===== src/rtl/core/tjkp_pkg.sv =====
package tjkp_pkg;

    // Sizes
    localparam int WORD_W           = 32;
    localparam int STATE_WORDS      = 4;
    localparam int KEY_WORDS        = 8;
    localparam int CFG_DATA_W       = 64;
    localparam int CFG_IDX_W        = 3;
    localparam int KEY_IDX_W        = $clog2(KEY_WORDS);
    localparam int ROUND_UNITS_DEF  = 8;

    // Key length codes; the reserved code acts as the 256-bit key
    localparam logic [1:0] KS_128   = 2'd0;
    localparam logic [1:0] KS_192   = 2'd1;
    localparam logic [1:0] KS_256   = 2'd2;

    // Configuration register indexes
    localparam logic [CFG_IDX_W-1:0] CFG_KEY_SIZE = 3'd0;
    localparam logic [CFG_IDX_W-1:0] CFG_KEY_01   = 3'd1;
    localparam logic [CFG_IDX_W-1:0] CFG_KEY_23   = 3'd2;
    localparam logic [CFG_IDX_W-1:0] CFG_KEY_45   = 3'd3;
    localparam logic [CFG_IDX_W-1:0] CFG_KEY_67   = 3'd4;

    // Feedback tap shifts (taps 47, 70, 85, 91 above the updated word)
    localparam int T47_LO = 15;
    localparam int T47_HI = 17;
    localparam int T70_LO = 6;
    localparam int T70_HI = 26;
    localparam int T85_LO = 21;
    localparam int T85_HI = 11;
    localparam int T91_LO = 27;
    localparam int T91_HI = 5;

    typedef logic [WORD_W-1:0]                  t_word;
    typedef logic [STATE_WORDS-1:0][WORD_W-1:0] t_state;
    typedef logic [KEY_WORDS-1:0][WORD_W-1:0]   t_key;

    // Nonlinear feedback over 32 rounds at once
    function automatic t_word jambu_feedback(t_word a, t_word b, t_word c);
        t_word t47;
        t_word t70;
        t_word t85;
        t_word t91;
        t47 = (a >> T47_LO) | (b << T47_HI);
        t70 = (b >> T70_LO) | (c << T70_HI);
        t85 = (b >> T85_LO) | (c << T85_HI);
        t91 = (b >> T91_LO) | (c << T91_HI);
        return t47 ^ (t70 & t85) ^ t91;
    endfunction

    // One word step: update word k of the state
    function automatic t_state jambu_word_step(t_state s, logic [1:0] k, t_word key);
        t_state r;
        r    = s;
        r[k] = s[k] ^ jambu_feedback(s[k + 2'd1], s[k + 2'd2], s[k + 2'd3]) ^ key;
        return r;
    endfunction

endpackage


===== src/rtl/core/tjkp_if.sv =====
interface tjkp_state_if
    import tjkp_pkg::*;
();
    logic  valid;
    logic  ready;
    t_word state_word_0;
    t_word state_word_1;
    t_word state_word_2;
    t_word state_word_3;

    modport source (output valid, output state_word_0, output state_word_1,
                    output state_word_2, output state_word_3, input ready);
    modport sink   (input valid, input state_word_0, input state_word_1,
                    input state_word_2, input state_word_3, output ready);
endinterface

interface tjkp_perm_if
    import tjkp_pkg::*;
();
    logic  valid;
    logic  ready;
    t_word permuted_word_0;
    t_word permuted_word_1;
    t_word permuted_word_2;
    t_word permuted_word_3;

    modport source (output valid, output permuted_word_0, output permuted_word_1,
                    output permuted_word_2, output permuted_word_3, input ready);
    modport sink   (input valid, input permuted_word_0, input permuted_word_1,
                    input permuted_word_2, input permuted_word_3, output ready);
endinterface


===== src/rtl/core/tinyjambu_keyed_permutation.sv =====
// Channel   | Dir | Handshake     | Payload
// ----------+-----+---------------+-------------------------------------------
// i_state   | in  | valid/ready   | state_word_0..3, 32 bits each
// o_perm    | out | valid/ready   | permuted_word_0..3, 32 bits each
// i_cfg_*   | in  | write enable  | i_cfg_idx (register), i_cfg_data (64 bits)
//
// One stage per round unit (four word steps, 128 rounds): ROUND_UNITS stages.
// One item is taken every cycle while the input channel is ready (a full, stalled pipeline blocks it).
// The last stage register drives o_perm; each stage moves on its own ready,
// so empty stages fill even while the output is stalled.
// Synchronous active-low reset clears valid bits and configuration.
module tinyjambu_keyed_permutation
    import tjkp_pkg::*;
#(
    parameter int ROUND_UNITS = ROUND_UNITS_DEF
) (
    input  logic                  i_clk,
    input  logic                  i_rst_n,
    tjkp_state_if.sink            i_state,
    tjkp_perm_if.source           o_perm,
    input  logic                  i_cfg_we,
    input  logic [CFG_IDX_W-1:0]  i_cfg_idx,
    input  logic [CFG_DATA_W-1:0] i_cfg_data
);

    logic [1:0]             r_key_size;
    t_key                   r_key;

    logic [ROUND_UNITS-1:0] r_vld;
    t_state                 r_state [ROUND_UNITS];
    t_state                 n_state [ROUND_UNITS];
    t_state                 w_in    [ROUND_UNITS];
    logic [ROUND_UNITS-1:0] w_in_vld;
    logic [ROUND_UNITS-1:0] w_rdy;

    // Configuration writes
    always_ff @(posedge i_clk) begin
        if (!i_rst_n) begin
            r_key_size <= KS_128;
            r_key      <= '0;
        end else if (i_cfg_we) begin
            unique case (i_cfg_idx)
                CFG_KEY_SIZE: r_key_size <= i_cfg_data[1:0];
                CFG_KEY_01:   r_key[1:0] <= i_cfg_data;
                CFG_KEY_23:   r_key[3:2] <= i_cfg_data;
                CFG_KEY_45:   r_key[5:4] <= i_cfg_data;
                CFG_KEY_67:   r_key[7:6] <= i_cfg_data;
                default: ;
            endcase
        end
    end

    // Input side
    assign i_state.ready = w_rdy[0];

    // Output side: last stage register
    assign o_perm.valid           = r_vld[ROUND_UNITS-1];
    assign o_perm.permuted_word_0 = r_state[ROUND_UNITS-1][0];
    assign o_perm.permuted_word_1 = r_state[ROUND_UNITS-1][1];
    assign o_perm.permuted_word_2 = r_state[ROUND_UNITS-1][2];
    assign o_perm.permuted_word_3 = r_state[ROUND_UNITS-1][3];

    for (genvar u = 0; u < ROUND_UNITS; u++) begin : g_stage
        t_state w_mid [STATE_WORDS+1];

        // Feed from the input channel or the previous stage
        if (u == 0) begin : g_first
            assign w_in[u]     = {i_state.state_word_3, i_state.state_word_2,
                                  i_state.state_word_1, i_state.state_word_0};
            assign w_in_vld[u] = i_state.valid;
        end else begin : g_next
            assign w_in[u]     = r_state[u-1];
            assign w_in_vld[u] = r_vld[u-1];
        end

        // Ready ripples back from the output
        if (u == ROUND_UNITS - 1) begin : g_last
            assign w_rdy[u] = !r_vld[u] || o_perm.ready;
        end else begin : g_mid
            assign w_rdy[u] = !r_vld[u] || w_rdy[u+1];
        end

        assign w_mid[0] = w_in[u];

        // Four word steps, key index chosen by key length
        for (genvar t = 0; t < STATE_WORDS; t++) begin : g_step
            localparam int J = STATE_WORDS * u + t;
            localparam logic [KEY_IDX_W-1:0] K4 = KEY_IDX_W'(J % 4);
            localparam logic [KEY_IDX_W-1:0] K6 = KEY_IDX_W'(J % 6);
            localparam logic [KEY_IDX_W-1:0] K8 = KEY_IDX_W'(J % 8);
            t_word w_key;

            assign w_key = (r_key_size == KS_128) ? r_key[K4] :
                           (r_key_size == KS_192) ? r_key[K6] : r_key[K8];
            assign w_mid[t+1] = jambu_word_step(w_mid[t], 2'(t), w_key);
        end

        assign n_state[u] = w_mid[STATE_WORDS];

        // Advance valid bit; hold while stalled
        always_ff @(posedge i_clk) begin
            if (!i_rst_n) begin
                r_vld[u] <= 1'b0;
            end else if (w_rdy[u]) begin
                r_vld[u] <= w_in_vld[u];
            end
        end

        // Load payload on transfer
        always_ff @(posedge i_clk) begin
            if (w_rdy[u] && w_in_vld[u]) begin
                r_state[u] <= n_state[u];
            end
        end
    end

`ifndef SYNTHESIS
    // A stalled stage keeps its item
    a_stall_keeps: assert property (@(posedge i_clk) disable iff (!i_rst_n)
        |(r_vld & ~w_rdy) |=> ((r_vld & $past(r_vld & ~w_rdy)) == $past(r_vld & ~w_rdy)))
        else $error("stalled stage lost its item");

    // A held output does not change
    a_out_hold: assert property (@(posedge i_clk) disable iff (!i_rst_n)
        (o_perm.valid && !o_perm.ready) |=> (o_perm.valid && $stable(r_state[ROUND_UNITS-1])))
        else $error("output changed while stalled");

    // Any empty stage lets the input in
    a_bubble_ready: assert property (@(posedge i_clk) disable iff (!i_rst_n)
        !(&r_vld) |-> i_state.ready)
        else $error("input blocked with an empty stage");

    // Key size changes only by a write
    a_cfg_stable: assert property (@(posedge i_clk) disable iff (!i_rst_n)
        !i_cfg_we |=> $stable(r_key_size))
        else $error("key size changed without a write");
`endif

endmodule

===== src/flat_wrapper.sv =====
// flat-port wrapper written by rule: the top's interface ports become plain ports
module tinyjambu_keyed_permutation_flat import tjkp_pkg::*;
#(
    parameter int ROUND_UNITS = ROUND_UNITS_DEF
)
  (i_clk, i_rst_n, i_cfg_we, i_cfg_idx, i_cfg_data, i_state_valid, i_state_state_word_0, i_state_state_word_1, i_state_state_word_2, i_state_state_word_3, i_state_ready, o_perm_valid, o_perm_permuted_word_0, o_perm_permuted_word_1, o_perm_permuted_word_2, o_perm_permuted_word_3, o_perm_ready);
  tjkp_state_if i_state_i ();
  tjkp_perm_if o_perm_i ();
  input  logic i_clk;
  input  logic i_rst_n;
  input  logic i_cfg_we;
  input  logic [CFG_IDX_W-1:0] i_cfg_idx;
  input  logic [CFG_DATA_W-1:0] i_cfg_data;
  input wire logic [$bits(i_state_i.valid)-1:0] i_state_valid;
  input wire logic [$bits(i_state_i.state_word_0)-1:0] i_state_state_word_0;
  input wire logic [$bits(i_state_i.state_word_1)-1:0] i_state_state_word_1;
  input wire logic [$bits(i_state_i.state_word_2)-1:0] i_state_state_word_2;
  input wire logic [$bits(i_state_i.state_word_3)-1:0] i_state_state_word_3;
  output wire logic [$bits(i_state_i.ready)-1:0] i_state_ready;
  output wire logic [$bits(o_perm_i.valid)-1:0] o_perm_valid;
  output wire logic [$bits(o_perm_i.permuted_word_0)-1:0] o_perm_permuted_word_0;
  output wire logic [$bits(o_perm_i.permuted_word_1)-1:0] o_perm_permuted_word_1;
  output wire logic [$bits(o_perm_i.permuted_word_2)-1:0] o_perm_permuted_word_2;
  output wire logic [$bits(o_perm_i.permuted_word_3)-1:0] o_perm_permuted_word_3;
  input wire logic [$bits(o_perm_i.ready)-1:0] o_perm_ready;
  assign i_state_i.valid = i_state_valid;
  assign i_state_i.state_word_0 = i_state_state_word_0;
  assign i_state_i.state_word_1 = i_state_state_word_1;
  assign i_state_i.state_word_2 = i_state_state_word_2;
  assign i_state_i.state_word_3 = i_state_state_word_3;
  assign i_state_ready = i_state_i.ready;
  assign o_perm_valid = o_perm_i.valid;
  assign o_perm_permuted_word_0 = o_perm_i.permuted_word_0;
  assign o_perm_permuted_word_1 = o_perm_i.permuted_word_1;
  assign o_perm_permuted_word_2 = o_perm_i.permuted_word_2;
  assign o_perm_permuted_word_3 = o_perm_i.permuted_word_3;
  assign o_perm_i.ready = o_perm_ready;
  tinyjambu_keyed_permutation #(.ROUND_UNITS(ROUND_UNITS)) u_core (.i_clk(i_clk), .i_rst_n(i_rst_n), .i_state(i_state_i), .o_perm(o_perm_i), .i_cfg_we(i_cfg_we), .i_cfg_idx(i_cfg_idx), .i_cfg_data(i_cfg_data));
endmodule

===== config.mk =====
export PLATFORM = sky130hd
export DESIGN_NAME = tinyjambu_keyed_permutation_flat
export DESIGN_NICKNAME = d
export VERILOG_FILES = /design/src/rtl/core/tjkp_pkg.sv /design/src/rtl/core/tjkp_if.sv /design/src/rtl/core/tinyjambu_keyed_permutation.sv /design/src/flat_wrapper.sv
export SDC_FILE = /design/constraint.sdc
export NUM_CORES = 2
export LEC_CHECK = 0
export ABC_AREA = 1
export BUFFER_PORTS_ARGS = -buffer_cell sky130_fd_sc_hd__buf_2
export CAP_MARGIN = 25
export CORE_ASPECT_RATIO = 1.1
export CORE_MARGIN = 3
export CORE_UTILIZATION = 40
export DETAILED_ROUTE_END_ITERATION = 10
export GPL_TIMING_DRIVEN = 0
export SLEW_MARGIN = 20
export SYNTH_ARGS = -nofsm -noshare
export SYNTH_HDL_FRONTEND = slang
export SYNTH_SLANG_ARGS = --single-unit
export TNS_END_PERCENT = 100

===== constraint.sdc =====
create_clock -name i_clk -period 23.4 [get_ports i_clk]
set_clock_uncertainty 0.15 [all_clocks]
set_input_delay 4.68 -clock i_clk [delete_from_list [all_inputs] [get_ports i_clk]]
set_output_delay 4.68 -clock i_clk [all_outputs]
set_load 0.02 [all_outputs]

==> impl_metrics.py <==
metrics = {
    "setup_path": {
        "rrSetupSlack_ns": 15.06,
        "critical_path.max_fanout": 3,
        "crit-reg2reg-launch": "u_core.r_key_size[0]",
        "cp_slowest_stage_delay_ns": 0.25,
        "critical-path-slowest-cell": "sky130_fd_sc_hd__nor2_1",
        "worstReg2RegEnd": "u_core.r_state[0][253]",
        "kind_of_start_point_of_the_critical_path": "input pin",
        "cp_num_buf_inv": 10,
        "setup.worst_path.end_class": "output pin",
        "worst_ep_arrival_time_ns": 6.83,
        "critical_path_data_required_time_ns": 18.57,
        "timing_worst_setup_path_type": "input pin to output pin",
        "path_delay_family": "simple AND/OR/NAND/NOR gates",
        "reg2reg_depth": 16,
        "cp_cell_sequence": "buf_2, nor2_1, inv_1, nor2_1, inv_1, nor2_1, inv_1, nor2_1, inv_1, nor2_1, inv_1, nor2_1, inv_1, nor2_1, inv_1, nor2_1, inv_1, buf_2",
    },
    "placement": {
        "globalplace.congestion": 1.22,
        "hpwl_um": 693000,
        "buffer_ports.inserted": 292,
        "dpl.cell_count": 16600,
    },
    "synthesis": {
        "synth_top_family_by_area": "XOR/XNOR gates",
        "post_synth_instance_area_um2": 100000,
        "synth-simple-area-share_pct": 23.0,
        "dominantRegCellSynth": "sky130_fd_sc_hd__edfxtp_1",
        "synth-compound-area-share_pct": 5.40,
        "synth_adder_area_share_pct": 0,
        "post_synth_num_cell_types": 51,
        "most_instantiated_cells_after_synthesis": "sky130_fd_sc_hd__nand2_1, sky130_fd_sc_hd__xor2_1, sky130_fd_sc_hd__inv_1",
        "postSynthCellCount": 12900,
        "ys_async_sr_fraction_pct": 0,
        "post_synth_xor_area_fraction_pct": 27.9,
        "post-synth-top-area-cell": "sky130_fd_sc_hd__edfxtp_1",
        "ys_top_cells_by_area": "sky130_fd_sc_hd__edfxtp_1, sky130_fd_sc_hd__xor2_1, sky130_fd_sc_hd__nand2_1, sky130_fd_sc_hd__xnor2_1, sky130_fd_sc_hd__inv_1",
        "synth-seq-area-share_pct": 36.0,
        "ys_ff_latch": 1290,
        "number_of_synthesis_warnings": 0,
        "synth-edff-count": 1024,
        "synthesized_area_divided_by_synthesized_cell_count_um2": 7.78,
        "mappedNetlistNets": 13100,
        "synth_largest_type_area_fraction_pct": 30.7,
        "synthMostInstantiatedCell": "sky130_fd_sc_hd__nand2_1",
        "synthMuxAreaShare_pct": 0.0200,
    },
    "detailed_routing": {
        "post_drt_via_cell_ratio": 6.45,
        "vias": 110000,
        "dr.first_iter.drc_count": 22400,
        "finalWirelength_um": 845000,
        "post_drt_wl_per_cell_um": 49.5,
        "tritonroute_pass_1_iters": 11,
        "ant_nets": 0,
        "drc": 0,
    },
    "timing": {
        "worst_slew_pin_slew_ns": 1.36,
        "worst_slew_margin_rel_pct": 8.64,
        "post-route-min-period_ns": 11.66,
        "totalNegativeSetupSlack_ns": 0,
        "slew_viol_final": 0,
        "setup_viol": 0,
        "rsz_0062_raised_after_global_routing": "false",
        "fmax_mhz": 85.7,
        "min_period_over_period_pct": 49.8,
        "final_hold_viol_count": 0,
    },
    "clock_tree": {
        "cts_hold_buf": 0,
        "clk_pin_slew_worst_paths_ns": 0.07,
        "clock_sink_count": 1290,
        "cts-buffers-inserted": 165,
        "tritoncts_clock_tree": "yes",
        "cts_root_buffer": "sky130_fd_sc_hd__clkbuf_16",
        "htreeDepth": 4,
        "clockBufferDepth": 4,
        "worst_skew_pair.late_latency_ns": 0.95,
        "post-cts-setup-buffers": 0,
        "post_cts.resized_instances": 0,
    },
    "cells_and_area": {
        "layout_utilization_pct": 46.3,
        "instances_no_fill": 17100,
        "final_net_count": 13700,
        "fillers": 24800,
        "layout-area-overhead-vs-synth_pct": 15.2,
        "layout-drive-gt1-share_pct": 9.84,
    },
    "floorplanning": {
        "die_area_um2": 256000,
        "num_io_pins": 330,
        "floorplan.initialDensity_pct": 40.2,
        "die_w_um": 483,
        "die_h_um": 531,
        "core_region_area_um2": 249000,
        "num_rows": 192,
    },
    "global_routing": {
        "grt_pass1_vias": 93600,
        "grt_first_pass_wirelength_um": 1040000,
        "largest_net_degree_at_the_start_of_global_routing": 112,
        "number_of_antenna_violations_at_the_first_check_in_global_routing": 153,
        "globalRoute.totalOverflow": 0,
        "grtUsageTotal_pct": 63.8,
    },
    "worst_hold_path": {
        "holdPathEnd": "u_core.r_key[221]",
        "timing.hold.worst_path_depth": 2,
        "min_from": "u_core.r_key[221]",
        "timing.hold.worst.class": "register to register",
    },
    "status": {
        "status": "finished clean",
    },
    "job": {
        "maxCapViolations": 0,
    },
}
## cells by family after synthesis
logic type             count (synthesis)
flip-flops                          1290
XOR/XNOR                            3052
AND/OR/NAND/NOR                     5557
AO/OA/AOI/OAI                       1000
multiplexers                           2
buffers and inverters               1973
## through the flow
stage	setup slack [ns]	area, um2	hold slack, ns
after floorplan	11.81	100000	0.279
after global placement	7.38	106000	0.305
after detailed placement	11.77	109000	0.318
after CTS	11.74	114000	0.326
after global routing	11.47	115000	0.356
final	11.74	115000	0.336
## per-layer routing
layer,track usage (%),routed length (um)
met5,4.89,1590
met4,71.7,125000
met3,38.9,142000
met2,83.0,310000
met1,65.8,268000
## worst min-delay path: stages (launching register included)
cell	delay (ns)
sky130_fd_sc_hd__dfxtp_1	0.33
sky130_fd_sc_hd__nor2_1	0.04
sky130_fd_sc_hd__nor2_1	0.08
## how the worst max path moves through the flow
stage               depth (start not counted)                    to  slack [ns]          from
floorplan                                  16  u_core.r_state[0][0]       11.81  o_perm_ready
global placement                           17  u_core.r_state[0][3]        7.38  o_perm_ready
detailed placement                         18         i_state_ready       11.77  o_perm_ready
CTS                                        18         i_state_ready       11.74  o_perm_ready
global route                               18         i_state_ready       11.47  o_perm_ready
finish                                     18         i_state_ready       11.74  o_perm_ready
## registers in the layout, indices dropped and copies added, names as in the netlist
register / count
u_core.g_stage.g_step.w_key: 128
u_core.o_perm.valid: 1
u_core.r_key: 128
u_core.r_key_size: 2
u_core.r_state: 1024
u_core.r_vld: 7
## layout by cell type (no fill, tap or decap), drive strengths merged, types with 6 or more instances in the layout
cell type	count
nor2	368
nand3	876
clkbuf	594
nor3	9
a21oi	268
clkinvlp	8
xor2	1901
xnor2	1144
o22ai	16
or2	66
dfxtp	266
a21o	6
inv	1498
clkinv	50
bufinv	17
buf	603
edfxtp	1024
o21ai	668
diode	127
nand4	98
and2	6
nand2	3998
nand3b	128
o21bai	37
## final cells by class
cell class	count	area [um2]	share of cell area (%)
repair buffers	507	4530	3.93
inverters	1494	5640	4.89
clock buffers	211	4460	3.87
clock inverters	79	915	0.793
well taps	3298	4130	3.58
multi-input cells	9611	57100	49.5
flip-flops and latches	1290	36100	31.3
plain buffers	479	2130	1.85
diodes	127	318	0.276
Power is left out: the tool's default activity adds up to more than one toggle a clock period on the data nets, which glitch-free logic cannot reach.
